### src/hdl/rtm_pkg.sv
// ----------------------------------------------------------------------------
// rtm_pkg
// Shared widths and constants for the Reinhard tone map pipeline.
// ----------------------------------------------------------------------------
package rtm_pkg;

	localparam int CH_W          = 32;
	localparam int GAIN_W        = 24;
	localparam int GAIN_FRAC     = 16;
	localparam int Y_W           = CH_W + GAIN_W;
	localparam int Q_W           = 8;
	localparam int FRAC_BITS_DEF = 16;
	localparam int PREP_STAGES   = 2;
	localparam int LATENCY       = PREP_STAGES + Q_W;

	localparam logic [GAIN_W-1:0] GAIN_RESET  = 24'h010000;
	localparam logic [Q_W-1:0]    ALPHA_VALUE = 8'hFF;

endpackage

### src/hdl/rtm_div_step.sv
// ----------------------------------------------------------------------------
// rtm_div_step
// One registered restoring division stage: retires one quotient bit.
// ----------------------------------------------------------------------------
module rtm_div_step #(
	parameter int R_W   = 66,
	parameter int DD_W  = 58,
	parameter int SHIFT = 0
) (
	input  logic                     clk,
	input  logic [R_W-1:0]           rem_in,
	input  logic [DD_W-1:0]          den_in,
	input  logic [rtm_pkg::Q_W-1:0]  quo_in,
	output logic [R_W-1:0]           rem_out,
	output logic [DD_W-1:0]          den_out,
	output logic [rtm_pkg::Q_W-1:0]  quo_out
);

	logic [R_W-1:0] den_sh;
	logic [R_W-1:0] diff;
	logic           take;

	assign den_sh = {{(R_W-DD_W){1'b0}}, den_in} << SHIFT;
	assign take   = rem_in >= den_sh;
	assign diff   = rem_in - den_sh;

	always_ff @(posedge clk) begin
		rem_out <= take ? diff : rem_in;
		den_out <= den_in;
		quo_out <= {quo_in[rtm_pkg::Q_W-2:0], take};
	end

endmodule

### src/hdl/rtm_chan.sv
// ----------------------------------------------------------------------------
// rtm_chan
// One color channel: exposure multiply, Reinhard numerator and denominator,
// then an eight stage divider giving round(255 * y / (y + 1)).
// ----------------------------------------------------------------------------
module rtm_chan #(
	parameter int FRAC_BITS = rtm_pkg::FRAC_BITS_DEF
) (
	input  logic                       clk,
	input  logic [rtm_pkg::CH_W-1:0]   chan,
	input  logic [rtm_pkg::GAIN_W-1:0] gain,
	output logic [rtm_pkg::Q_W-1:0]    level
);

	localparam int ONE_SH = FRAC_BITS + rtm_pkg::GAIN_FRAC;
	localparam int D_W    = ((rtm_pkg::Y_W > ONE_SH + 1) ? rtm_pkg::Y_W : ONE_SH + 1) + 1;
	localparam int DD_W   = D_W + 1;
	localparam int R_W    = DD_W + rtm_pkg::Q_W;
	localparam logic [R_W-1:0] ONE_R = {{(R_W-1){1'b0}}, 1'b1} << ONE_SH;

	logic [rtm_pkg::Y_W-1:0] y_s1;
	logic [R_W-1:0]          y_ext;
	logic [R_W-1:0]          num;
	logic [R_W-1:0]          den2;

	logic [R_W-1:0]          rem_s [0:rtm_pkg::Q_W];
	logic [DD_W-1:0]         den_s [0:rtm_pkg::Q_W];
	logic [rtm_pkg::Q_W-1:0] quo_s [0:rtm_pkg::Q_W];

	// y = c * g
	always_ff @(posedge clk) begin
		y_s1 <= chan * gain;
	end

	// numerator 510*y + d = 511*y + one, divisor 2*d
	assign y_ext = {{(R_W-rtm_pkg::Y_W){1'b0}}, y_s1};
	assign num   = (y_ext << 9) - y_ext + ONE_R;
	assign den2  = (y_ext << 1) + (ONE_R << 1);

	always_ff @(posedge clk) begin
		rem_s[0] <= num;
		den_s[0] <= den2[DD_W-1:0];
		quo_s[0] <= '0;
	end

	for (genvar k = 0; k < rtm_pkg::Q_W; k++) begin : g_div
		rtm_div_step #(
			.R_W   (R_W),
			.DD_W  (DD_W),
			.SHIFT (rtm_pkg::Q_W - 1 - k)
		) u_step (
			.clk     (clk),
			.rem_in  (rem_s[k]),
			.den_in  (den_s[k]),
			.quo_in  (quo_s[k]),
			.rem_out (rem_s[k+1]),
			.den_out (den_s[k+1]),
			.quo_out (quo_s[k+1])
		);
	end

	assign level = quo_s[rtm_pkg::Q_W];

endmodule
### config.mk
export PLATFORM = sky130hd
export DESIGN_NAME = rtm_chan
export DESIGN_NICKNAME = d
export VERILOG_FILES = /design/src/hdl/rtm_pkg.sv /design/src/hdl/rtm_div_step.sv /design/src/hdl/rtm_chan.sv
export SDC_FILE = /design/constraint.sdc
export NUM_CORES = 2
export LEC_CHECK = 0
export BUFFER_PORTS_ARGS = -buffer_cell sky130_fd_sc_hd__buf_4
export CAP_MARGIN = 20
export CORE_MARGIN = 4
export CORE_UTILIZATION = 45
export CTS_BUF_LIST = sky130_fd_sc_hd__clkbuf_8
export DETAILED_ROUTE_END_ITERATION = 7
export PLACE_DENSITY = 0.7
export REMOVE_ABC_BUFFERS = 1
export SYNTH_ARGS = -nofsm -noshare
export SYNTH_HDL_FRONTEND = slang
export SYNTH_SLANG_ARGS = --single-unit
### constraint.sdc
create_clock -name clk -period 18.1 [get_ports clk]
set_input_delay 2.715 -clock clk [delete_from_list [all_inputs] [get_ports clk]]
set_output_delay 2.715 -clock clk [all_outputs]
set_load 0.005 [all_outputs]
==> impl_metrics.yaml <==
outcome:
  status: "complete, but fails checks"
  violations: "DRC"
clock_tree:
  clk_latency_ps: 900
  cts_buffers: 178
  cts.clk_slew.worst_paths_ps: 60
  cts_tree: "yes"
  clock_sinks: 1068
  cts_setup_buffers: 0
  cts_resized: 0
  clock-root-buffer: "clkbuf_8"
  htreeDepth: 4
  cts_buffer_depth: 3
  cts_hold_buf: 0
cells_and_area:
  fillCellCount: 17500
  nets: 11000
  register_area_um2: 21400
  multiInputGateArea_um2: 54200
  area_delta_synth_final_pct: 7.46
  stdcell_count: 12000
  drive_gt1_share_pct: 5.40
routing:
  wl_um: 233000
  num_vias: 65400
  final_antenna_net_count: 0
  viasPerCell: 5.43
  drc_errors: 2
  routedWlPerCell_um: 19.3
  first_pass_iters: 8
  drtIter0Drc: 4150
logic_synthesis:
  synth_top_family_by_area: "adder cells"
  avgSynthCellArea_um2: 8.51
  ys.flop_type: "dfxtp_1"
  synth_edf_count: 0
  synthSimpleGateAreaFrac_pct: 15.4
  synth_area_um2: 82300
  synthMuxAreaShare_pct: 0.552
  synth_xor_area_share_pct: 5.64
  yosysSeqAreaShare_pct: 26.0
  synth_seq_cells: 1068
  yosysUniqueCellTypes: 91
  synth_compound_area_share_pct: 16.6
  synth_warnings: 0
  synthCells: 9674
  yosys.area_share.adder_pct: 27.6
  ys_async_sr_fraction_pct: 0
worst_setup_path:
  crit_arrival_ps: 10530
  ff2ff_setup_slack_ps: 12620
  cp_data_required_time_ps: 18910
  cpPeakStageDelay_ps: 620
  endpoint_kind: "register"
  r2r_end: "g_div[0].u_step.rem_out[18]$_DFF_P_"
  cpMostUsedCell: "fa_1"
  path_cells: "buf_4 -> nand2_1 -> fa_1 -> inv_1 -> fa_1 -> inv_1 -> fa_1 -> fa_1 -> inv_1 -> fa_1 -> fa_1 -> inv_1 -> fa_1 -> inv_1 -> ha_1 -> nand4_1 -> a2111oi_0 -> o21ai_0 -> a21oi_1 -> a221oi_1 -> nand4b_1 -> nor3_1 -> o221a_2 -> xor2_1"
  start_kind: "input pin"
  cp.buffers_inverters: 6
  r2r_cells: 12
  critical_path.slowest_cell: "a21oi_1"
  cp_max_fo: 32
  r2r-start: "den_s[472]$_DFF_P_"
  crit_family: "adder cells"
  worstSetupPathType: "in2reg"
job:
  maxCapViolations: 0
die:
  fp.dieH_um: 436
  io_pins: 65
  start_util_pct: 45.4
  fp-row-count: 156
  die_w_um: 436
  coreArea_um2: 181000
  die_area_um2: 190000
sta:
  fmaxAchievable_mhz: 103
  fin_crit_ps: 9720
  worst_hold_slack_ps: 321
  finalCritPeriodShare_pct: 53.7
  finalSetupTns_ps: 0
  rsz0062_at_grt: "no"
  tightest_slew_ps: 1060
  report.final.slew_viol_count: 0
  setup_viol_count_final: 0
  slew_headroom_pct: 28.5
  finalHoldViolCount: 0
  skew_ps: 45.6
min_path:
  hold-path-endpoint: "g_div[5].u_step.quo_out[5]$_DFF_P_"
  min_path_type: "reg2reg"
  worstHoldStart: "g_div[4].u_step.quo_out[4]$_DFF_P_"
  whs_path_depth: 0
grt:
  busiest_layer: "met2"
  grtUsageMet1_pct: 28.8
  grt.met3_usage_pct: 3.04
  grt_max_degree: 81
  grt_pass1_wl_um: 368000
  track_usage_pct: 24.2
  grtUsageMet2_pct: 42.0
  overflow: 0
  grt_pass1_vias: 67900
  antenna_found_initial: 1
placed_design:
  dp_hpwl_um: 188000
  gp_congestion: 0.954
  dp_cells: 11700
  place.port_buffers: 64
## layer usage
metal / up-vias / routed length [um]
met5: - / 0
met4: 0 / 14600
met3: 573 / 10800
met2: 1987 / 111000
met1: 31100 / 96000
li1: 31800 / -
## cell type report
class | instances | share of cell area (%)
multi-input cells | 6817 | 61.2
flip-flops and latches | 1068 | 24.2
inverters | 1368 | 5.81
clock buffers | 225 | 3.50
well taps | 2370 | 3.35
clock inverters | 104 | 1.16
repair buffers | 90 | 0.761
diodes | 2 | 0.00566
## flip-flops by register name, indices dropped and copies added (netlist names)
| name | count |
|---|---|
| g_div.u_step.quo_out | 36 |
| g_div.u_step.rem_out | 462 |
| den_s | 56 |
| g_div.u_step.den_out | 392 |
| y_s1 | 56 |
| rem_s | 66 |
## layout by cell type, fill, tap and decap left out, drive strengths merged, types with 314 or more instances in the layout
master and n:
a21o 315, a21oi 820, and2 412, dfxtp 1068
fa 665, ha 750, inv 1405, nand2 964
nor2 548, o21ai 444, xnor2 314
## worst max-delay path by stage
stage	startpoint	endpoint	slack, ps	cells after the start
6_report	gain[5]	y_s1[54]$_DFF_P_	8380	24
5_1_grt	gain[5]	y_s1[54]$_DFF_P_	8040	24
4_1_cts	gain[5]	y_s1[54]$_DFF_P_	8490	24
3_5_place_dp	gain[5]	y_s1[54]$_DFF_P_	7470	24
3_3_place_gp	gain[5]	y_s1[54]$_DFF_P_	7640	24
2_1_floorplan	chan[5]	y_s1[54]$_DFF_P_	9110	25
## cells in the mapped netlist (52+ instances only)
| cell | number | area [um2] |
|---|---|---|
| o21ai_0 | 437 | 2190 |
| nor3_1 | 124 | 621 |
| dfxtp_1 | 1068 | 21400 |
| nand2_1 | 964 | 3620 |
| a31oi_1 | 52 | 325 |
| ha_1 | 750 | 9380 |
| xor2_1 | 216 | 1890 |
| clkbuf_1 | 363 | 1360 |
| nand3_1 | 100 | 500 |
| nor2_1 | 548 | 2060 |
| inv_1 | 1365 | 5120 |
| a21o_1 | 315 | 2360 |
| o21a_1 | 54 | 405 |
| o21bai_1 | 115 | 863 |
| nand2b_1 | 60 | 375 |
| and2_1 | 412 | 2580 |
| a21oi_1 | 790 | 3950 |
| xnor2_1 | 314 | 2750 |
| a211oi_1 | 60 | 450 |
| nor2b_1 | 57 | 357 |
| nand4_1 | 181 | 1130 |
| fa_1 | 665 | 13300 |
## cell families after synthesis
group / after synthesis
compound gates: 2184
xor+xnor: 530
fa+ha+maj: 1415
buf+inv: 1789
flops: 1068
mux: 41
simple gates: 2647
## worst reg2reg max path: cells and delay by family (launching register included)
| family | cells | cell delay, ps |
|---|---|---|
| compound gates | 6 | 2250 |
| flops | 1 | 350 |
| simple gates | 2 | 1090 |
| buf+inv | 2 | 760 |
| fa+ha+maj | 1 | 420 |
| mux | 1 | 500 |
## per-stage QoR
step           worst slack [ps]  util, %  cell area (um2)
2_1_floorplan              9110        -            80600
3_3_place_gp               7640     46.5            84300
3_5_place_dp               7470     46.5            84300
4_1_cts                    8490     48.8            88400
5_1_grt                    8040     48.8            88400
6_report                   8380     48.8            88400
Power is not shown: default switching activity piles up to over one toggle a cycle in this logic, so the estimate is an artifact.
